### config.mk
export PLATFORM = sky130hd
export DESIGN_NAME = cpot_ctrl
export DESIGN_NICKNAME = d
export VERILOG_FILES = /design/src/cpot_pkg.sv /design/src/cpot_ctrl.sv
export SDC_FILE = /design/constraint.sdc
export NUM_CORES = 1
export LEC_CHECK = 0
export BUFFER_PORTS_ARGS = -buffer_cell sky130_fd_sc_hd__buf_2
export CAP_MARGIN = 10
export CORE_MARGIN = 1
export CORE_UTILIZATION = 48
export DETAILED_ROUTE_END_ITERATION = 10
export PLACE_DENSITY = 0.75
export SKIP_CTS_REPAIR_TIMING = 1
export SLEW_MARGIN = 15
export SYNTH_ARGS = -nofsm -noshare
export SYNTH_HDL_FRONTEND = slang
export SYNTH_SLANG_ARGS = --single-unit
### constraint.sdc
create_clock -name clk -period 2.8 [get_ports clk]
set_input_delay 0 -clock clk [delete_from_list [all_inputs] [get_ports clk]]
set_output_delay 0 -clock clk [all_outputs]
set_load 0.01 [all_outputs]
### src/cpot_pkg.sv
// Shared types, widths and codes for the convex polygon overlap test core.
// No dependencies; every other file in src uses it by scoped names.
`default_nettype none
package cpot_pkg;

  localparam int MAX_V   = 8;
  localparam int COORD_W = 16;
  localparam int IDX_W   = $clog2(MAX_V);
  localparam int CNT_W   = $clog2(MAX_V + 1);
  localparam int AX_W    = COORD_W + 1;
  localparam int PROD_W  = AX_W + COORD_W;
  localparam int DOT_W   = PROD_W + 1;
  localparam int GAP_W   = DOT_W + 1;

  localparam logic [1:0] FUNC_LOAD_A = 2'd0;
  localparam logic [1:0] FUNC_LOAD_B = 2'd1;
  localparam logic [1:0] FUNC_TEST   = 2'd2;

  localparam logic [1:0] ST_OK    = 2'd0;
  localparam logic [1:0] ST_EMPTY = 2'd1;
  localparam logic [1:0] ST_OVF   = 2'd2;

  localparam logic SEL_A = 1'b0;
  localparam logic SEL_B = 1'b1;

  typedef struct packed {
    logic [CNT_W-1:0] cnt_a;
    logic [CNT_W-1:0] cnt_b;
    logic             ovf;
  } vst_t;

  typedef struct packed {
    logic v0_ld;
    logic axis_ld;
    logic mul_ld;
    logic mul_y;
    logic add_ld;
    logic cmp_ld;
    logic cmp_first;
    logic cmp_side;
  } dp_ctl_t;

endpackage
`default_nettype wire

### src/cpot_ctrl.sv
// Sequencer for the separating-axis walk: edges of A then B, projections of
// both polygons per edge through the shared datapath. Depends on cpot_pkg.
`default_nettype none
module cpot_ctrl (
  input  wire logic                        clk,
  input  wire logic                        rst_n,
  input  wire logic                        test_go,
  input  wire cpot_pkg::vst_t              st,
  input  wire logic                        sep,
  input  wire logic                        out_full,
  output logic                             busy,
  output logic                             rd_sel,
  output logic [cpot_pkg::IDX_W-1:0]       rd_idx,
  output cpot_pkg::dp_ctl_t                ctl,
  output logic                             out_ld,
  output logic                             res_hit,
  output logic [1:0]                       res_status
);

  localparam logic [3:0] S_IDLE  = 4'd0;
  localparam logic [3:0] S_EDGE0 = 4'd1;
  localparam logic [3:0] S_EDGE1 = 4'd2;
  localparam logic [3:0] S_MULX  = 4'd3;
  localparam logic [3:0] S_MULY  = 4'd4;
  localparam logic [3:0] S_ADD   = 4'd5;
  localparam logic [3:0] S_CMP   = 4'd6;
  localparam logic [3:0] S_GAP   = 4'd7;
  localparam logic [3:0] S_FIN   = 4'd8;

  logic [3:0]                 state_r, state_nxt;
  logic                       pass_r, pass_nxt;
  logic                       side_r, side_nxt;
  logic [cpot_pkg::IDX_W-1:0] edge_r, edge_nxt;
  logic [cpot_pkg::IDX_W-1:0] vtx_r, vtx_nxt;
  logic                       hit_r, hit_nxt;
  logic [1:0]                 status_r, status_nxt;

  logic [cpot_pkg::CNT_W-1:0] np, nq, ncur, edge_inc, vtx_inc;
  logic                       last_edge, last_vtx;

  assign np        = pass_r ? st.cnt_b : st.cnt_a;
  assign nq        = pass_r ? st.cnt_a : st.cnt_b;
  assign ncur      = side_r ? nq : np;
  assign edge_inc  = cpot_pkg::CNT_W'(edge_r) + cpot_pkg::CNT_W'(1);
  assign vtx_inc   = cpot_pkg::CNT_W'(vtx_r) + cpot_pkg::CNT_W'(1);
  assign last_edge = edge_inc >= np;
  assign last_vtx  = vtx_inc >= ncur;

  // each state addresses the vertex that the next state consumes
  always_comb begin
    state_nxt  = state_r;
    pass_nxt   = pass_r;
    side_nxt   = side_r;
    edge_nxt   = edge_r;
    vtx_nxt    = vtx_r;
    hit_nxt    = hit_r;
    status_nxt = status_r;
    rd_sel     = pass_r;
    rd_idx     = '0;
    ctl        = '0;
    out_ld     = 1'b0;
    case (state_r)
      S_IDLE: begin
        rd_sel = cpot_pkg::SEL_A;
        if (test_go) begin
          if (st.cnt_a == '0 || st.cnt_b == '0) begin
            hit_nxt    = 1'b0;
            status_nxt = cpot_pkg::ST_EMPTY;
            state_nxt  = S_FIN;
          end else begin
            status_nxt = st.ovf ? cpot_pkg::ST_OVF : cpot_pkg::ST_OK;
            pass_nxt   = 1'b0;
            edge_nxt   = '0;
            state_nxt  = S_EDGE0;
          end
        end
      end
      S_EDGE0: begin
        rd_idx    = last_edge ? '0 : edge_inc[cpot_pkg::IDX_W-1:0];
        ctl.v0_ld = 1'b1;
        state_nxt = S_EDGE1;
      end
      S_EDGE1: begin
        rd_idx      = '0;
        ctl.axis_ld = 1'b1;
        side_nxt    = 1'b0;
        vtx_nxt     = '0;
        state_nxt   = S_MULX;
      end
      S_MULX: begin
        rd_sel     = pass_r ^ side_r;
        rd_idx     = vtx_r;
        ctl.mul_ld = 1'b1;
        state_nxt  = S_MULY;
      end
      S_MULY: begin
        ctl.mul_ld = 1'b1;
        ctl.mul_y  = 1'b1;
        state_nxt  = S_ADD;
      end
      S_ADD: begin
        ctl.add_ld = 1'b1;
        state_nxt  = S_CMP;
      end
      S_CMP: begin
        ctl.cmp_ld    = 1'b1;
        ctl.cmp_first = (vtx_r == '0);
        ctl.cmp_side  = side_r;
        if (!last_vtx) begin
          rd_sel    = pass_r ^ side_r;
          rd_idx    = vtx_inc[cpot_pkg::IDX_W-1:0];
          vtx_nxt   = vtx_inc[cpot_pkg::IDX_W-1:0];
          state_nxt = S_MULX;
        end else if (!side_r) begin
          rd_sel    = !pass_r;
          rd_idx    = '0;
          side_nxt  = 1'b1;
          vtx_nxt   = '0;
          state_nxt = S_MULX;
        end else begin
          state_nxt = S_GAP;
        end
      end
      S_GAP: begin
        if (sep) begin
          hit_nxt   = 1'b0;
          state_nxt = S_FIN;
        end else if (!last_edge) begin
          rd_idx    = edge_inc[cpot_pkg::IDX_W-1:0];
          edge_nxt  = edge_inc[cpot_pkg::IDX_W-1:0];
          state_nxt = S_EDGE0;
        end else if (!pass_r) begin
          rd_sel    = cpot_pkg::SEL_B;
          rd_idx    = '0;
          pass_nxt  = 1'b1;
          edge_nxt  = '0;
          state_nxt = S_EDGE0;
        end else begin
          hit_nxt   = 1'b1;
          state_nxt = S_FIN;
        end
      end
      S_FIN: begin
        if (!out_full) begin
          out_ld    = 1'b1;
          state_nxt = S_IDLE;
        end
      end
      default: state_nxt = S_IDLE;
    endcase
  end

  always_ff @(posedge clk) begin
    if (!rst_n) begin
      state_r <= S_IDLE;
    end else begin
      state_r <= state_nxt;
    end
  end

  always_ff @(posedge clk) begin
    pass_r   <= pass_nxt;
    side_r   <= side_nxt;
    edge_r   <= edge_nxt;
    vtx_r    <= vtx_nxt;
    hit_r    <= hit_nxt;
    status_r <= status_nxt;
  end

  assign busy       = (state_r != S_IDLE);
  assign res_hit    = hit_r;
  assign res_status = status_r;

endmodule
`default_nettype wire

# Yosys cells after proc, flatten, opt, wreduce, memory -nomap -nowiden
# Cells that the tools add are included.
[totals] register_bits=15 word_cells=97 output_inout_bits=17 in_bits=14
[op_classes] bitwise=1 add_sub_neg=2 muxes=50 magnitude_cmp=2 reduce_logical=17 eq_ne=18
[ops] op="$mux W3" n=13
[ops] op="$mux W4" n=9
[ops] op="$pmux W4 S9" n=1
[ops] op="$mux W1" n=19
[ops] op="$eq A4 B3 Y1 const B" n=4
[ops] op="$logic_not A4 Y1" n=3
[ops] op="$ne A2 B2 Y1 const B" n=6
[ops] op="$ne A3 B3 Y1 const B" n=4
[ops] op="$pmux W3 S2" n=2
[ops] op="$pmux W3 S4" n=1
[ops] op="$reduce_and A5 Y1" n=2
[ops] op="$add A3 B1 Y4 const B" n=2
[ops] op="$eq A4 B2 Y1 const B" n=2
[ops] op="$ge A4 B4 Y1" n=2
[ops] op="$reduce_and A2 Y1" n=4
[ops] op="$pmux W1 S2" n=3
[ops] op="$eq A4 B1 Y1 const B" n=1
[ops] op="$eq A4 B4 Y1 const B" n=1
[ops] op="$pmux W1 S4" n=1
[ops] op="$reduce_bool A2 Y1" n=2
[ops] op="$reduce_bool A4 Y1" n=1
[ops] op="$logic_not A3 Y1" n=1
[ops] op="$reduce_and A3 Y1" n=1
[ops] op="$mux W2" n=1
[ops] op="4 further kinds" n=4

# Logic depth before layout (Yosys ltp)
# Gate-level depths: netlist (run 1).
[depth] depth_word=5 mapped_depth=9 mapped_depth_nobuf=9

# Worst setup path after synthesis (run 1)
# OpenSTA, ideal clock, no wires.
[synth_timing] path_kind="register to register" startpoint="register pass_r" endpoint="register vtx_r[0] (netlist bit), enable pin" synth_period_minus_slack_ns=2.825 path_buffers=1 path_slack_ns=-0.025 setup_time_ns=0.333 required_time_ns=2.467 arrival_time_ns=2.492 stages_incl_launch_ff=9 cell_sequence="edfxtp_1 > buf_6 > xor2_1 > mux2_2 > ha_1 > nand2b_1 > a2111oi_4 > nor2_1 > a31oi_1"
[synth_between] elab_chain_len=5 elab_cells_between_ends=6 cone_classes="order compare: 1; eq/ne: 1; mux: 3; reduce/logical: 1"
[synth_rtl] item="start, declared" line="cpot_ctrl.sv:31" source="logic pass_r, pass_nxt;"
[synth_rtl] item="start signal, assigned" line="cpot_ctrl.sv:162" source="pass_r <= pass_nxt;"
[synth_rtl] item="$mux W4 (on tied branches)" line="cpot_ctrl.sv:41, cpot_ctrl.sv:42"
[synth_rtl] item="$mux W4 (*)" line="cpot_ctrl.sv:43" source="assign ncur = side_r ? nq : np;"
[synth_rtl] item="$ge A4 B4 Y1 (*)" line="cpot_ctrl.sv:47" source="assign last_vtx = vtx_inc >= ncur;"
[synth_rtl] item="$ne A3 B3 Y1 (no line) (*)"
[synth_rtl] item="$reduce_and A2 Y1 (no line) (*)"
[synth_rtl] item="end signal, assigned" line="cpot_ctrl.sv:165" source="vtx_r <= vtx_nxt;"
[synth_rtl] item="end, declared" line="cpot_ctrl.sv:34" source="logic [cpot_pkg::IDX_W-1:0] vtx_r, vtx_nxt;"
# Every way passes the cells marked *; elsewhere a longest branch is shown, timed or not.
# A chain may end at the register's enable or synchronous reset.

# Worst setup path in the final report (run 1)
[layout_timing] startpoint="register pass_r" endpoint="output port rd_sel"
[layout_between] elab_chain_len=5 elab_cells_between_ends=12 cone_classes="order compare: 2; mux: 8; bitwise: 1; reduce/logical: 1"
[layout_rtl] item="$mux W4 (on tied branches)" line="cpot_ctrl.sv:41, cpot_ctrl.sv:42"
[layout_rtl] item="$ge A4 B4 Y1 / $mux W4 (equally long branches)" line="cpot_ctrl.sv:46, cpot_ctrl.sv:43"
[layout_rtl] item="$mux W1 / $ge A4 B4 Y1 (equally long branches)" line="cpot_ctrl.sv:128, cpot_ctrl.sv:47"
[layout_rtl] item="$mux W1 (on tied branches)" line="cpot_ctrl.sv:125, cpot_ctrl.sv:109"
[layout_rtl] item="$pmux W1 S4 (*)" line="cpot_ctrl.sv:62" source="case (state_r)"
[layout_rtl] item="end, declared" line="cpot_ctrl.sv:12" source="output logic rd_sel,"
# Marked as above.

==> results of run 1 <==
worst max-delay path, cell delays in order (launching register included):
cell	delay, ns
edfxtp_1	0.42
buf_6	0.13
mux2_2	0.32
ha_1	0.27
nand2b_4	0.14
a2111oi_4	0.34
a21oi_4	0.10
a31o_1	0.24
a221o_1	0.30
buf_2	0.14
where the power goes:
part           switching, uW  total [uW]  internal, uW
logic                    180         338           158
registers               23.4         284           260
clock network           76.6         130          53.2
cell type report:
cell class                      count  area share
Tap cell                           30      0.0234
Clock buffer                        3      0.0141
Sequential cell                    15       0.256
Multi-Input combinational cell    110       0.552
Inverter                            9      0.0211
Clock inverter                      1     0.00312
Timing Repair Buffer               37       0.130
flip-flops by register name (all words and copies together) (netlist names):
name,flops
state_r,4
side_r,1
pass_r,1
vtx_r,3
res_hit,1
edge_r,3
res_status,2
final timing paths:
check                           from                          end  slack [ns]  cells after the start
max reg2reg         side_r$_DFFE_PP_       vtx_r[2]$_SDFFCE_PN0P_        0.25                      7
min reg2reg  state_r[0]$_SDFFE_PN0P_      state_r[1]$_SDFFE_PN0P_        0.62                      2
min                            st[0]  res_status[1]$_SDFFCE_PP0P_      -0.002                      3
max             pass_r$_SDFFCE_PN0P_                       rd_sel        0.09                      9
kinds of logic after synthesis:
group	Yosys count
XOR/XNOR	3
adder cells (fa/ha/maj)	11
flip-flops	15
multiplexers	8
buffers and inverters	16
AND/OR/NAND/NOR	57
AO/OA/AOI/OAI	31
per-stage QoR:
stage | setup TNS [ns] | total power [uW] | util
after floorplan | 0 | 514 | -
after global placement | 0 | 576 | 0.585
after detailed placement | 0 | 590 | 0.585
after CTS | -0.324 | 713 | 0.596
after global routing | -0.00110 | 788 | 0.624
final | 0 | 751 | 0.624
placed cells by master, fill, tap and decap left out, types with 2 or more instances in the layout:
master,count
a31o_1,2
nor2_1,15
edfxtp_1,11
buf_4,5
a2111oi_4,2
nand2_1,7
clkbuf_4,3
mux2_2,2
nand2b_4,2
nor3b_1,3
dfxtp_1,4
o21ai_0,5
nor3_2,2
inv_1,8
nor3_1,4
ha_1,11
nor2b_1,2
nand2b_1,5
nor2_2,3
buf_2,30
a221o_1,4
and2_1,2
a21oi_1,3
and3_1,3
o21a_1,2
mux2i_1,6
layer usage:
layer	global-route usage	share of wire	routed length, um	vias up
met3	0.0164	0.042	127	3
met1	0.261	0.45	1350	539
met2	0.365	0.50	1510	34
li1	-	-	-	584
met4	0.0250	0.0060	18	0
met5	0	0	0	-
==> impl_metrics.tcl, run 1 <==
set metrics [dict create \
    status "complete, but fails checks" \
    violations "hold timing" \
    yosysMostFrequentCell "nor2_1" \
    p_per_area_nw_per_um2 469 \
    grt_pass1_wl_mm 4.32 \
    synth_cells 141 \
    worst-path-max-fanout 8 \
    fp-row-count 18 \
    ys_seq_elements 15 \
    worstMarginPinSlew_ns 0.485 \
    muxShareOfSynthArea 0.0613 \
    clock_path_buffers 2 \
    drv_cap 0 \
    drt_iter0_drc 29 \
    synth-edff-count 11 \
    synth_top_family_by_area "simple AND/OR/NAND/NOR gates" \
    period_share 0.967 \
    clock_sinks 15 \
    start_kind "flip-flop" \
    crit_required_ns 2.80 \
    fill_cells 237 \
    globalRouteTotalUtil 0.200 \
    route.detailed.drc 0 \
    synth_compound_area_frac 0.212 \
    yosys.area_share.adder 0.102 \
    register_area_um2 410 \
    synth.top_cells.by_count "17 x nor2_1, 11 x edfxtp_1, 11 x ha_1, 8 x inv_1, 7 x nand2_1" \
    grt.overflow.total 0 \
    clkSlewWorstSetupHoldPaths_ns 0.10 \
    irDropWorstVdd_mv 0.306 \
    slew_headroom 0.673 \
    yosysWarnings 0 \
    ant_nets 0 \
    die_w_um 55.0 \
    cts_max_level 1 \
    synth_xor_area_frac 0.0195 \
    vias_per_cell 5.66 \
    design_area_um2 1600 \
    synthSimpleGateAreaFrac 0.234 \
    async_flop_share 0 \
    drtPass1Iterations 4 \
    syn_to_final_growth_pct 19.0 \
    die_area_um2 3020 \
    synth_top_area_cell "edfxtp_1" \
    wl_mm 3.01 \
    grt_max_degree 15 \
    syn_nets 166 \
    start_util 0.524 \
    hold_slack_ns -0.00164 \
    max_freq_ghz 0.369 \
    netlist.area_leader.share 0.245 \
    worstSkewPairLatency_ns 0.29 \
    worstHoldPathType "in -> reg" \
    multiInputGateArea_um2 883 \
    synth_area_um2 1350 \
    crit_arrival_ns 2.71 \
    setup_viol 0 \
    synth_area_leaders "edfxtp_1 25%, ha_1 10%, dfxtp_1 5.9%" \
    core_area_um2 2570 \
    pin_count 31 \
    path_class "reg -> out" \
    wl_per_cell_um 14.7 \
    diodes 0 \
    antenna_found_initial 0 \
    finalHoldViolCount 1 \
    leakage_uw 0.000748 \
    setup_ws_ns 0.0923 \
    first_global_vias 975 \
    synth-main-ff-cell "edfxtp_1" \
    cts-root-buf "clkbuf_4" \
    num-nets-final 201 \
    gp_congestion 0.826 \
    finalClockSkew_ns 0.000883 \
    numCtsBuffers 3 \
    dp.cells 196 \
    die_h_um 55.0 \
    ys_seq_area_frac 0.305 \
    dp_slack_ns 0.114 \
    num_vias 1160 \
    slew_violations 0 \
    drive_above_1_share 0.354 \
    synth.distinct_cells 49 \
    period_needed_ns 2.71 \
    avgSynthCellArea_um2 9.55 \
    cp-end-kind "output port" \
    cts_tree "done" \
    final-instance-count-excl-fill 205 \
    placed_area_um2 1500 \
    port_buffers 30 \
    hpwl_mm 2.41 \
]
Note: power is estimated with default switching activity, not from simulation.
==> run 2, diff against run 1 <==
==> constraint.sdc (replaced) <==
create_clock -name clk -period 2.8 [get_ports clk]
set_input_delay 0.56 -clock clk [delete_from_list [all_inputs] [get_ports clk]]
set_output_delay 0.56 -clock clk [all_outputs]
set_load 0.01 [all_outputs]
==> impl_metrics.tcl, run 2 (synthesis results as in run 1) <==
set metrics [dict create \
    start_kind "flip-flop" \
    die_w_um 55.0 \
    ant_nets 0 \
    multiInputGateArea_um2 920 \
    violations "setup timing" \
    slew_headroom 0.675 \
    max_stage_delay_ns 0.51 \
    gp_congestion 0.897 \
    fp-row-count 18 \
    cts_max_level 1 \
    rsz0062_at_grt "yes" \
    cp_cell_sequence "xor2_4 > buf_4 > mux2i_2 > ha_2 > o21a_1 > nor2_1 > buf_4 > o21ai_2 > o21ai_0 > a221o_1 > buf_2" \
    port_buffers 30 \
    crit_arrival_ns 2.78 \
    max_freq_ghz 0.300 \
    period_share 1.19 \
    leakage_uw 0.000845 \
    crit_required_ns 2.24 \
    clkSlewWorstSetupHoldPaths_ns 0.10 \
    antenna_found_initial 0 \
    fill_cells 205 \
    wl_per_cell_um 14.8 \
    worstSkewPairLatency_ns 0.28 \
    cpMostUsedCell "buf_4" \
    status "complete, but fails checks" \
    critPathBufInv 3 \
    globalRouteTotalUtil 0.236 \
    worst_path_dominant_cell_family "compound AO/OA/AOI/OAI gates" \
    worstMarginPinSlew_ns 0.485 \
    vias_per_cell 5.61 \
    num-nets-final 220 \
    worstHoldPathType "in -> reg" \
    drt_iter0_drc 31 \
    register_area_um2 410 \
    irDropWorstVdd_mv 0.352 \
    worst-path-max-fanout 4 \
    drive_above_1_share 0.438 \
    drv_cap 0 \
    first_global_vias 1180 \
    drtPass1Iterations 4 \
    design_area_um2 1770 \
    finalHoldViolCount 0 \
    placed_area_um2 1690 \
    utilization 0.691 \
    wl_mm 3.31 \
    route.detailed.drc 0 \
    hpwl_mm 2.66 \
    cts-root-buf "clkbuf_4" \
    regToRegStartpoint "side_r$_DFFE_PP_" \
    cp_slowest_cell "edfxtp_1" \
    largest_reg_flops 4 \
    die_h_um 55.0 \
    numCtsBuffers 3 \
    setup_ws_ns -0.538 \
    setup_viol 7 \
    clock_sinks 15 \
    final_common_cell "buf_2" \
    diodes 0 \
    cp-end-kind "output port" \
    fin_tns_setup_ns -2.11 \
    grt.overflow.total 0 \
    top_register "state_r" \
    hold_start "rst_n" \
    num_vias 1256 \
    start_util 0.524 \
    core_area_um2 2570 \
    slew_violations 0 \
    finalClockSkew_ns 0.00763 \
    total_power_uw 790 \
    critPathLaunch "side_r$_DFFE_PP_" \
    clock_path_buffers 2 \
    path_class "reg -> out" \
    die_area_um2 3020 \
    largestRegisters "state_r x4, edge_r x3, vtx_r x3" \
    syn_to_final_growth_pct 31.8 \
    pin_count 31 \
    p_per_area_nw_per_um2 445 \
    cts_tree "done" \
    grt_max_degree 15 \
    final_cell_mix "30 x buf_2, 26 x buf_4, 15 x nor2_1" \
    period_needed_ns 3.34 \
    grt_pass1_wl_mm 4.99 \
]
==> run 2: cell count changes in the layout (fill, tap and decap cells not counted), sizes merged <==
cell and delta:
buf +20, dlygate4sd3 -1
==> run 2: worst reg2reg max path, stage by stage, from the launching register on <==
cell,delay [ns]
edfxtp_1,0.51
xor2_4,0.24
buf_4,0.15
mux2_4,0.30
ha_4,0.21
nand2b_4,0.14
a2111oi_4,0.39
nor2_2,0.08
buf_4,0.14
buf_4,0.14
a31oi_4,0.20
==> run 2: per-stage QoR <==
step                hold WS [ns]  instances  worst slack (ns)
detailed placement         0.607        216            -0.241
CTS                        0.477        220            -0.558
global route               0.496        224            -0.650
global placement           0.591        216            -0.172
floorplan                  0.565        141           0.00464
finish                     0.483        224            -0.538
==> run 2: report_power, final <==
group,total (uW),switching [uW],internal (uW),leakage (uW)
clock network,124,71.2,53.0,0.0000177
registers,283,22.7,260,0.000139
logic,383,191,192,0.000688
==> run 2: worst paths after layout <==
check	end	slack, ns	cells after the start
setup / recovery	rd_sel	-0.54	11
hold / removal	state_r[3]$_SDFFE_PN0P_	0.48	2
setup reg to reg	vtx_r[2]$_SDFFCE_PN0P_	0	10
hold reg to reg	state_r[1]$_SDFFE_PN0P_	0.63	2
==> run 2: layer usage <==
layer / GRT usage / share of wire / vias to the layer above
li1: - / - / 617
met1: 0.273 / 0.42 / 591
met2: 0.436 / 0.52 / 40
met3: 0.0219 / 0.040 / 8
met4: 0.100 / 0.021 / 0
met5: 0 / 0 / -
==> run 2: area by class of cell <==
cell class,instances,area share
multi-input cells,110,0.518
flip-flops and latches,15,0.231
clock inverters,1,0.00282
inverters,9,0.0190
well taps,30,0.0212
repair buffers,56,0.195
clock buffers,3,0.0127
