### config.mk
export PLATFORM = sky130hd
export DESIGN_NAME = cpot_vstore
export DESIGN_NICKNAME = d
export VERILOG_FILES = /design/src/cpot_pkg.sv /design/src/cpot_vstore.sv
export SDC_FILE = /design/constraint.sdc
export NUM_CORES = 1
export LEC_CHECK = 0
export BUFFER_PORTS_ARGS = -buffer_cell sky130_fd_sc_hd__buf_2
export CAP_MARGIN = 5
export CELL_PAD_IN_SITES_DETAIL_PLACEMENT = 1
export CELL_PAD_IN_SITES_GLOBAL_PLACEMENT = 1
export CORE_UTILIZATION = 30
export DETAILED_ROUTE_END_ITERATION = 6
export GPL_TIMING_DRIVEN = 0
export PLACE_DENSITY_LB_ADDON = 0.1
export SYNTH_ARGS = -nofsm -noshare
export SYNTH_HDL_FRONTEND = slang
export SYNTH_SLANG_ARGS = --single-unit
### constraint.sdc
create_clock -name clk -period 6.1 [get_ports clk]
set_input_delay 0.305 -clock clk [delete_from_list [all_inputs] [get_ports clk]]
set_output_delay 0.305 -clock clk [all_outputs]
set_load 0.005 [all_outputs]
### src/cpot_pkg.sv
// Shared types, widths and codes for the convex polygon overlap test core.
// No dependencies; every other file in src uses it by scoped names.
`default_nettype none
package cpot_pkg;

  localparam int MAX_V   = 8;
  localparam int COORD_W = 16;
  localparam int IDX_W   = $clog2(MAX_V);
  localparam int CNT_W   = $clog2(MAX_V + 1);
  localparam int AX_W    = COORD_W + 1;
  localparam int PROD_W  = AX_W + COORD_W;
  localparam int DOT_W   = PROD_W + 1;
  localparam int GAP_W   = DOT_W + 1;

  localparam logic [1:0] FUNC_LOAD_A = 2'd0;
  localparam logic [1:0] FUNC_LOAD_B = 2'd1;
  localparam logic [1:0] FUNC_TEST   = 2'd2;

  localparam logic [1:0] ST_OK    = 2'd0;
  localparam logic [1:0] ST_EMPTY = 2'd1;
  localparam logic [1:0] ST_OVF   = 2'd2;

  localparam logic SEL_A = 1'b0;
  localparam logic SEL_B = 1'b1;

  typedef struct packed {
    logic [CNT_W-1:0] cnt_a;
    logic [CNT_W-1:0] cnt_b;
    logic             ovf;
  } vst_t;

  typedef struct packed {
    logic v0_ld;
    logic axis_ld;
    logic mul_ld;
    logic mul_y;
    logic add_ld;
    logic cmp_ld;
    logic cmp_first;
    logic cmp_side;
  } dp_ctl_t;

endpackage
`default_nettype wire

### src/cpot_vstore.sv
// Vertex stores for polygons A and B, fill counts and overflow flag.
// Depends on cpot_pkg.
`default_nettype none
module cpot_vstore (
  input  wire logic                              clk,
  input  wire logic                              rst_n,
  input  wire logic                              wr_en,
  input  wire logic                              wr_sel,
  input  wire logic signed [cpot_pkg::COORD_W-1:0] wr_x,
  input  wire logic signed [cpot_pkg::COORD_W-1:0] wr_y,
  input  wire logic                              clr,
  input  wire logic                              rd_sel,
  input  wire logic [cpot_pkg::IDX_W-1:0]        rd_idx,
  output logic signed [cpot_pkg::COORD_W-1:0]    rd_x,
  output logic signed [cpot_pkg::COORD_W-1:0]    rd_y,
  output cpot_pkg::vst_t                         st
);

  logic signed [cpot_pkg::COORD_W-1:0] ax_mem [cpot_pkg::MAX_V];
  logic signed [cpot_pkg::COORD_W-1:0] ay_mem [cpot_pkg::MAX_V];
  logic signed [cpot_pkg::COORD_W-1:0] bx_mem [cpot_pkg::MAX_V];
  logic signed [cpot_pkg::COORD_W-1:0] by_mem [cpot_pkg::MAX_V];

  logic [cpot_pkg::CNT_W-1:0] cnt_a_r, cnt_a_nxt;
  logic [cpot_pkg::CNT_W-1:0] cnt_b_r, cnt_b_nxt;
  logic                       ovf_r, ovf_nxt;
  logic                       a_room, b_room, wr_a, wr_b;
  logic signed [cpot_pkg::COORD_W-1:0] rd_x_r, rd_y_r;

  assign a_room = cnt_a_r < cpot_pkg::CNT_W'(cpot_pkg::MAX_V);
  assign b_room = cnt_b_r < cpot_pkg::CNT_W'(cpot_pkg::MAX_V);
  assign wr_a   = wr_en && (wr_sel == cpot_pkg::SEL_A) && a_room;
  assign wr_b   = wr_en && (wr_sel == cpot_pkg::SEL_B) && b_room;

  always_comb begin
    cnt_a_nxt = cnt_a_r;
    cnt_b_nxt = cnt_b_r;
    ovf_nxt   = ovf_r;
    if (clr) begin
      cnt_a_nxt = '0;
      cnt_b_nxt = '0;
      ovf_nxt   = 1'b0;
    end else begin
      if (wr_a) cnt_a_nxt = cnt_a_r + cpot_pkg::CNT_W'(1);
      if (wr_b) cnt_b_nxt = cnt_b_r + cpot_pkg::CNT_W'(1);
      if (wr_en && !wr_a && !wr_b) ovf_nxt = 1'b1;
    end
  end

  always_ff @(posedge clk) begin
    if (!rst_n) begin
      cnt_a_r <= '0;
      cnt_b_r <= '0;
      ovf_r   <= 1'b0;
    end else begin
      cnt_a_r <= cnt_a_nxt;
      cnt_b_r <= cnt_b_nxt;
      ovf_r   <= ovf_nxt;
    end
  end

  always_ff @(posedge clk) begin
    if (wr_a) begin
      ax_mem[cnt_a_r[cpot_pkg::IDX_W-1:0]] <= wr_x;
      ay_mem[cnt_a_r[cpot_pkg::IDX_W-1:0]] <= wr_y;
    end
    if (wr_b) begin
      bx_mem[cnt_b_r[cpot_pkg::IDX_W-1:0]] <= wr_x;
      by_mem[cnt_b_r[cpot_pkg::IDX_W-1:0]] <= wr_y;
    end
  end

  // registered read: data follows the address in the next cycle
  always_ff @(posedge clk) begin
    if (rd_sel == cpot_pkg::SEL_B) begin
      rd_x_r <= bx_mem[rd_idx];
      rd_y_r <= by_mem[rd_idx];
    end else begin
      rd_x_r <= ax_mem[rd_idx];
      rd_y_r <= ay_mem[rd_idx];
    end
  end

  assign rd_x = rd_x_r;
  assign rd_y = rd_y_r;

  assign st.cnt_a = cnt_a_r;
  assign st.cnt_b = cnt_b_r;
  assign st.ovf   = ovf_r;

endmodule
`default_nettype wire

**Yosys cells after proc, flatten, opt, wreduce, memory -nomap -nowiden**

Memory sizes are Yosys's and may differ from the RTL's.
Index checks and enable logic that the tools add are counted.

- Add/subtract/negate cells: 2
- Order comparisons: 2
- Muxes and demuxes: 6
- Bitwise logic cells: 2
- Reduce and logical (&&, ||, !) cells: 9

Operators with widths:

| cell | number |
|---|---|
| two-way mux 16 bit | 2 |
| adder 4 x 1 -> 4 bit, second input constant | 2 |
| less-than comparator 4 bit, second input constant | 2 |
| logical AND 1 bit | 6 |
| two-way mux 1 bit | 4 |
| logical NOT 1 bit | 2 |
| NOT 1 bit | 2 |
| OR reduction 2 bit | 1 |

- Register bits: 41
- RAM bits: 512
- Bits of input ports: 41
- Output and inout bits: 41
- Word-level logic and storage cells: 30
- Memories: 4

Memories:

| memory | words | width | read ports | clocked after memory_dff | write ports | RTL line | text |
|---|---|---|---|---|---|---|---|
| ax_mem | 8 | 16 | 1 | 0 | 1 | cpot_vstore.sv:19 | `logic signed [cpot_pkg::COORD_W-1:0] ax_mem [cpot_pkg::MAX_V];` |
| ay_mem | 8 | 16 | 1 | 0 | 1 | cpot_vstore.sv:20 | `logic signed [cpot_pkg::COORD_W-1:0] ay_mem [cpot_pkg::MAX_V];` |
| bx_mem | 8 | 16 | 1 | 0 | 1 | cpot_vstore.sv:21 | `logic signed [cpot_pkg::COORD_W-1:0] bx_mem [cpot_pkg::MAX_V];` |
| by_mem | 8 | 16 | 1 | 0 | 1 | cpot_vstore.sv:22 | `logic signed [cpot_pkg::COORD_W-1:0] by_mem [cpot_pkg::MAX_V];` |

**Longest topological paths before layout**

Gate-level depths: netlist (run 1).

- Depth after elaboration: 6
- Depth in mapped cells: 5
- Gate-level depth less buffers: 4

**Worst setup path before layout (run 1)**

Ideal clock, no wire load.

- Path kind: register -> register
- Start: register cnt_b_r[3] in the netlist's numbering
- End: memory bx_mem[0][0] in the netlist's numbering (enable)
- Library setup time: 0.461 ns
- Arrival time: 3.071 ns
- Required time: 5.639 ns
- Setup slack: 2.568 ns
- Stages on the path, launching flop included: 4
- Path buffers: 0
- Clock period less this slack: 3.532 ns
- Cell sequence: dfxtp_1 nand3b_1 or2_2 nor3_1

- Longest elaborated chain between the ends: 4

Ends and longest elaborated chain:

| item | RTL line | text |
|---|---|---|
| start: declaration | cpot_vstore.sv:25 | `logic [cpot_pkg::CNT_W-1:0] cnt_b_r, cnt_b_nxt;` |
| start signal: assignment | cpot_vstore.sv:57 | `cnt_b_r <= cnt_b_nxt;` |
| less-than comparator 4 bit | cpot_vstore.sv:31 | `assign b_room = cnt_b_r < cpot_pkg::CNT_W'(cpot_pkg::MAX_V);` |
| logical AND 1 bit | cpot_vstore.sv:33 | `assign wr_b = wr_en && (wr_sel == cpot_pkg::SEL_B) && b_room;` |
| two-way mux 1 bit | cpot_vstore.sv:67 | `if (wr_b) begin` |
| two-way mux 1 bit (not written as such) | cpot_vstore.sv:68 | `bx_mem[cnt_b_r[cpot_pkg::IDX_W-1:0]] <= wr_x;` |
| end: declaration | cpot_vstore.sv:21 |  |

No other way between the ends.

**Worst setup path after layout (run 1)**

- Start: input port wr_en
- End: memory ay_mem[0][0] in the netlist's numbering (enable)

- Longest elaborated chain between the ends: 4

Ends and longest elaborated chain:

| item | RTL line | text |
|---|---|---|
| start: declaration | cpot_vstore.sv:7 | `input wire logic wr_en,` |
| logical AND 1 bit (2 in series) | cpot_vstore.sv:32 | `assign wr_a = wr_en && (wr_sel == cpot_pkg::SEL_A) && a_room;` |
| two-way mux 1 bit | cpot_vstore.sv:63 | `if (wr_a) begin` |
| two-way mux 1 bit (not written as such) | cpot_vstore.sv:65 | `ay_mem[cnt_a_r[cpot_pkg::IDX_W-1:0]] <= wr_y;` |
| end: declaration | cpot_vstore.sv:20 |  |

No other way between the ends.

==> impl_metrics.json, run 1 <==
{
  "grt_start_max_net_pins": 22,
  "buffer_ports.inserted": 79,
  "p_leak_nw": 7.80,
  "clkSinkCount": 553,
  "critical_path.most_common_cell": "sky130_fd_sc_hd__buf_6",
  "firstDrtPassIters": 5,
  "starting_utilization_of_the_core_area": 0.305,
  "clk_root_buffer_cell": "sky130_fd_sc_hd__clkbuf_16",
  "route.detailed.drc": 0,
  "route.final.wire_length_mm": 52.3,
  "clock.fmax_mhz": 381,
  "powerDensity_nw_per_um2": 338,
  "cts.htree.levels": 2,
  "post-route-period-util": 0.430,
  "synth_area_per_cell_sq_um": 23.1,
  "final_tns_setup_ps": 0,
  "synthCells": 876,
  "finClkSkew_ps": 19.8,
  "gr-total-overflow": 0,
  "slew_headroom": 0.306,
  "hold_viol_final": 0,
  "timing.critical_path.slowest_stage_cell": "sky130_fd_sc_hd__nor3_2",
  "yosys.cell_types.count": 27,
  "layout.cells.most_common_list": "512 x sky130_fd_sc_hd__edfxtp_1, 128 x sky130_fd_sc_hd__mux4_2, 87 x sky130_fd_sc_hd__buf_2",
  "max-cap-violations": 0,
  "antenna_cells_inserted": 0,
  "fin_crit_ps": 2630,
  "synth_warnings": 0,
  "vdd_ir_drop_max_uv": 212,
  "crit_fanout": 8,
  "count_of_pins_over_their_slew_limit": 0,
  "grt_pass1_vias": 10400,
  "cts_inserted_buffers": 61,
  "layout-area-overhead-vs-synth_pct": 19.9,
  "ctsLongestPathBuffers": 3,
  "hpwl_mm": 32.3,
  "synth.cell_area_sq_um": 20200,
  "num_vias": 9462,
  "worstPathArrival_ps": 2950,
  "place_inst": 1848,
  "result_of_the_run": "finished clean",
  "detail_routed_via_count_per_cell": 4.82,
  "clk_latency_worst_skew_pair_ps": 620,
  "drt-wirelength-per-cell_microns": 26.6,
  "crit_required_ps": 6420,
  "hold_path_depth": 1,
  "stdcell_count": 1965,
  "cts_tree": "done",
  "critPathLaunchType": "input pin",
  "count_of_nets_after_finishing": 1092,
  "post_route_cells_drive_above_1_share": 0.329,
  "mostFrequentLayoutCell": "sky130_fd_sc_hd__edfxtp_1",
  "die-width_microns": 262,
  "hp_class": "input pin to flip-flop",
  "synth-seq-cells": 553,
  "timing.reg2reg.worst_path_depth": 6,
  "setup_repair_after_global_routing_missed_its_margin": "no",
  "critical-path-max-stage-delay_ps": 650,
  "critical_path_class": "input pin to flip-flop",
  "synth_seq_area_share": 0.801,
  "standard_cell_row_count": 94,
  "grt_usage": 0.157,
  "floorplan.core_area_sq_um": 66200,
  "report.final.setup_viol": 0,
  "placement.cell_area_sq_um": 22200,
  "chip_height_microns": 262,
  "ant_nets": 0,
  "grt_antenna_before_repair": 2,
  "critical_path.cell_chain": "dlygate4sd3_1, buf_2, nor3b_1, nand2b_1, nor3_2, buf_6, buf_8, buf_6",
  "final_std_cell_area_no_fill_sq_um": 24200,
  "synthesis.nets": 919,
  "dr.first_iter.drc_count": 660,
  "first_pass_grt_wire_length_mm": 75.9,
  "die_area_sq_um": 68500,
  "critical_path.endpoint_type": "flip-flop",
  "clk_transition_reported_paths_ps": 60,
  "post-cts-setup-buffer-count": 0,
  "design.portCount": 82,
  "worst-slew-pin-transition_ps": 1040,
  "gpl.final_weighted_congestion": 0.683
}
sequential cells by signal, indices dropped and copies added (netlist names):
| signal | count |
|---|---|
| ax_mem | 128 |
| ay_mem | 128 |
| bx_mem | 128 |
| by_mem | 128 |
| rd_x | 16 |
| rd_y | 16 |
| cnt_a_r | 4 |
| cnt_b_r | 4 |
| ovf_r | 1 |
cell type report:
| cell class | instances | area, sq um |
|---|---|---|
| buffer | 44 | 213 |
| fill | 6355 | 42000 |
| clock buffer | 88 | 1720 |
| multi-input combinational | 279 | 3930 |
| timing repair buffer | 110 | 855 |
| tap | 864 | 1080 |
| sequential | 553 | 16200 |
| clock inverter | 27 | 263 |
cells in the mapped netlist:
cell type | instances | area share
sky130_fd_sc_hd__a21oi_1 | 3 | 0.00074
sky130_fd_sc_hd__a22oi_1 | 64 | 0.024
sky130_fd_sc_hd__and2_1 | 1 | 0.00031
sky130_fd_sc_hd__buf_1 | 9 | 0.0017
sky130_fd_sc_hd__buf_2 | 8 | 0.0020
sky130_fd_sc_hd__buf_4 | 10 | 0.0037
sky130_fd_sc_hd__clkbuf_1 | 17 | 0.0032
sky130_fd_sc_hd__dfxtp_1 | 41 | 0.041
sky130_fd_sc_hd__edfxtp_1 | 512 | 0.76
sky130_fd_sc_hd__ha_1 | 2 | 0.0012
sky130_fd_sc_hd__mux2_2 | 1 | 0.00056
sky130_fd_sc_hd__mux2i_1 | 2 | 0.00099
sky130_fd_sc_hd__mux4_2 | 128 | 0.14
sky130_fd_sc_hd__nand2_1 | 35 | 0.0065
sky130_fd_sc_hd__nand2b_1 | 7 | 0.0022
sky130_fd_sc_hd__nand3b_1 | 1 | 0.00037
sky130_fd_sc_hd__nand4b_1 | 2 | 0.00087
sky130_fd_sc_hd__nand4bb_1 | 1 | 0.00056
sky130_fd_sc_hd__nor2_1 | 18 | 0.0033
sky130_fd_sc_hd__nor2b_1 | 3 | 0.00093
sky130_fd_sc_hd__nor3_1 | 4 | 0.00099
sky130_fd_sc_hd__nor3b_1 | 1 | 0.00037
sky130_fd_sc_hd__nor4bb_1 | 1 | 0.00049
sky130_fd_sc_hd__o21a_1 | 2 | 0.00074
sky130_fd_sc_hd__or2_2 | 1 | 0.00031
sky130_fd_sc_hd__xnor2_1 | 1 | 0.00043
sky130_fd_sc_hd__xor2_1 | 1 | 0.00043
cells by family (layout without fill, tap and decap cells):
family          after synthesis  in the layout  share of synthesized area
buf+inv                      44            269                     0.0105
mux                         131            131                      0.144
xor+xnor                      2              2                   0.000866
flops                       553            553                      0.801
compound gates               69             69                     0.0252
simple gates                 75             75                     0.0172
fa+ha+maj                     2              2                    0.00124
path summary, 6_finish.rpt:
kind                                  from           end  slack (ps)
worst max-delay path                 wr_en  ay_mem[0][0]        3470
worst min-delay path               wr_y[9]  by_mem[7][9]          60
worst max register to register  cnt_a_r[3]  ay_mem[0][0]        3490
worst min register to register       ovf_r         ovf_r         490
metrics by stage:
stage,hold WS [ps],setup WS (ps),util,total power [W]
after floorplan,404,2570,-,0.00446
after global placement,456,-994,0.328,0.00464
after detailed placement,480,3330,0.336,0.00465
after CTS,32.4,3420,0.366,0.00833
after global routing,48.2,3270,0.366,0.00848
final,62.6,3470,0.366,0.00821
power breakdown:
group / switching, W / internal, W / total, W
sequential: 0.0000120 / 0.00419 / 0.00420
combinational: 0.000216 / 0.000142 / 0.000357
clock: 0.00149 / 0.00216 / 0.00365
layer usage:
| layer | track usage | up-vias | share of wire |
|---|---|---|---|
| li1 | - | 4073 | - |
| met2 | 0.254 | 168 | 0.48 |
| met1 | 0.220 | 5130 | 0.46 |
| met5 | 0 | - | 0.00017 |
| met4 | 0.0434 | 2 | 0.022 |
| met3 | 0.0265 | 89 | 0.036 |
what timing repair did:
action	CTS	global route
hold endpoints to repair	3	0
resized for setup	0	0
setup endpoints to repair	0	0
hold buffers	2	0
worst max-delay path: cells and delay by family:
kind                   cells  cell delay (ps)
buffers and inverters      5             1290
AND/OR/NAND/NOR            3             1350
(Power assumes the default switching activity.)
==> inputs of run 2 (changes only) <==
==> constraint.sdc (replaced) <==
create_clock -name clk -period 2.45 [get_ports clk]
set_input_delay 0.1225 -clock clk [delete_from_list [all_inputs] [get_ports clk]]
set_output_delay 0.1225 -clock clk [all_outputs]
set_load 0.005 [all_outputs]
==> impl_metrics.json, run 2 (synthesis gave the netlist of run 1 again) <==
{
  "result_of_the_run": "finished clean",
  "starting_utilization_of_the_core_area": 0.305,
  "ant_nets": 0,
  "detail_routed_via_count_per_cell": 4.77,
  "drt-wirelength-per-cell_microns": 26.0,
  "worst-slew-pin-transition_ps": 1050,
  "mostFrequentLayoutCell": "sky130_fd_sc_hd__edfxtp_1",
  "route.final.wire_length_mm": 52.1,
  "buffer_ports.inserted": 79,
  "clk_transition_reported_paths_ps": 60,
  "hpwl_mm": 32.0,
  "critical_path_class": "flip-flop to flip-flop",
  "cts.htree.levels": 2,
  "cts_inserted_buffers": 61,
  "first_pass_grt_wire_length_mm": 75.2,
  "max-cap-violations": 0,
  "firstDrtPassIters": 5,
  "critPathLaunchType": "flip-flop",
  "fin_crit_ps": 2300,
  "grt_start_max_net_pins": 21,
  "finClkSkew_ps": 15.0,
  "vdd_ir_drop_max_uv": 512,
  "hp_class": "input pin to flip-flop",
  "num_vias": 9551,
  "slew_headroom": 0.298,
  "p_leak_nw": 8.00,
  "clk_root_buffer_cell": "sky130_fd_sc_hd__clkbuf_16",
  "route.detailed.drc": 0,
  "layout-area-overhead-vs-synth_pct": 22.9,
  "post-layout-total-power_w": 0.0208,
  "clock.fmax_mhz": 434,
  "critical_path.cell_chain": "nand2b_1, nor2_4, buf_16",
  "report.final.setup_viol": 0,
  "timing.critical_path.slowest_stage_cell": "sky130_fd_sc_hd__nor2_4",
  "count_of_nets_after_finishing": 1130,
  "stdcell_count": 2002,
  "standard_cell_row_count": 94,
  "floorplan.core_area_sq_um": 66200,
  "post_route_cells_drive_above_1_share": 0.319,
  "clkSinkCount": 553,
  "chip_height_microns": 262,
  "layout.cells.most_common_list": "512 x sky130_fd_sc_hd__edfxtp_1, 128 x sky130_fd_sc_hd__mux4_2, 87 x sky130_fd_sc_hd__buf_2",
  "place_inst": 1840,
  "post-route-period-util": 0.940,
  "die_area_sq_um": 68500,
  "final_tns_setup_ps": 0,
  "critical-path-max-stage-delay_ps": 810,
  "count_of_pins_over_their_slew_limit": 0,
  "setup_repair_after_global_routing_missed_its_margin": "yes",
  "powerDensity_nw_per_um2": 838,
  "gr-total-overflow": 0,
  "critical_path.endpoint_type": "flip-flop",
  "die-width_microns": 262,
  "dr.first_iter.drc_count": 754,
  "grt_antenna_before_repair": 1,
  "crit_required_ps": 2770,
  "hold_viol_final": 0,
  "grt_usage": 0.155,
  "design.portCount": 82,
  "ctsLongestPathBuffers": 3,
  "clk_latency_worst_skew_pair_ps": 620,
  "cts_tree": "done",
  "grt_pass1_vias": 10300,
  "crit_fanout": 20,
  "antenna_cells_inserted": 0,
  "gpl.final_weighted_congestion": 0.657,
  "worstPathArrival_ps": 2620
}
==> run 2: cell count changes in the layout (fill, tap and decap cells not counted), sizes merged <==
cell / previous run / this run
clkbuf: 105 / 111
dlygate4sd3: 2 / 38
buf: 135 / 136
nor2: 18 / 19
clkinvlp: 0 / 2
bufinv: 5 / 8
inv: 2 / 1
clkinv: 20 / 9
==> run 2: what timing repair did <==
item / CTS / global route
gates cloned: 0 / 1
buffers inserted: 3 / 6
hold buffers: 38 / 0
hold endpoints to repair: 521 / 0
setup endpoints to repair: 36 / 38
pin swaps: 2 / 3
resized for setup: 1 / 1
==> run 2: cell type report <==
| class | count | area [sq um] |
|---|---|---|
| Clock buffer | 94 | 1750 |
| Fill cell | 6309 | 41400 |
| Sequential cell | 553 | 16200 |
| Clock inverter | 20 | 312 |
| Buffer | 44 | 213 |
| Tap cell | 864 | 1080 |
| Timing Repair Buffer | 147 | 1350 |
| Multi-Input combinational cell | 280 | 3960 |
==> run 2: final timing paths <==
| kind | from | end | slack (ps) | depth (start not counted) |
|---|---|---|---|---|
| setup / recovery | cnt_a_r[1] | ay_mem[3][6] | 150 | 3 |
| hold / removal | rd_sel | rd_x[15] | 60 | 4 |
| setup reg to reg | cnt_a_r[1] | ay_mem[3][6] | 150 | 3 |
| hold reg to reg | cnt_b_r[0] | cnt_b_r[0] | 520 | 2 |
==> run 2: metal layers <==
metal  global-route usage  routed length [microns]  vias to the layer above
met1                0.217                    24600                     5171
met5                    0                        8                        -
li1                     -                        -                     4148
met4               0.0363                      809                        2
met2                0.252                    24900                      168
met3               0.0257                     1740                       62
==> run 2: worst max-delay path, delay by kind of cell (launching register included) <==
| kind | cells | cell delay [ps] |
|---|---|---|
| buffers and inverters | 1 | 240 |
| DFF | 1 | 550 |
| and+or+nand+nor | 2 | 1190 |
==> run 2: power by group <==
| part | switching (W) | internal, W |
|---|---|---|
| clock | 0.00370 | 0.00574 |
| sequential | 0.0000303 | 0.0104 |
| combinational | 0.000547 | 0.000401 |
==> run 2: through the flow <==
stage | hold WS [ps] | setup slack (ps) | cell area (sq um) | util
after floorplan | 221 | -245 | 20300 | -
after global placement | 413 | -2630 | 21700 | 0.328
after detailed placement | 418 | -133 | 22300 | 0.336
after CTS | 54.7 | 18.5 | 24800 | 0.374
after global routing | 130 | -8.85 | 24900 | 0.375
final | 62.9 | 148 | 24900 | 0.375
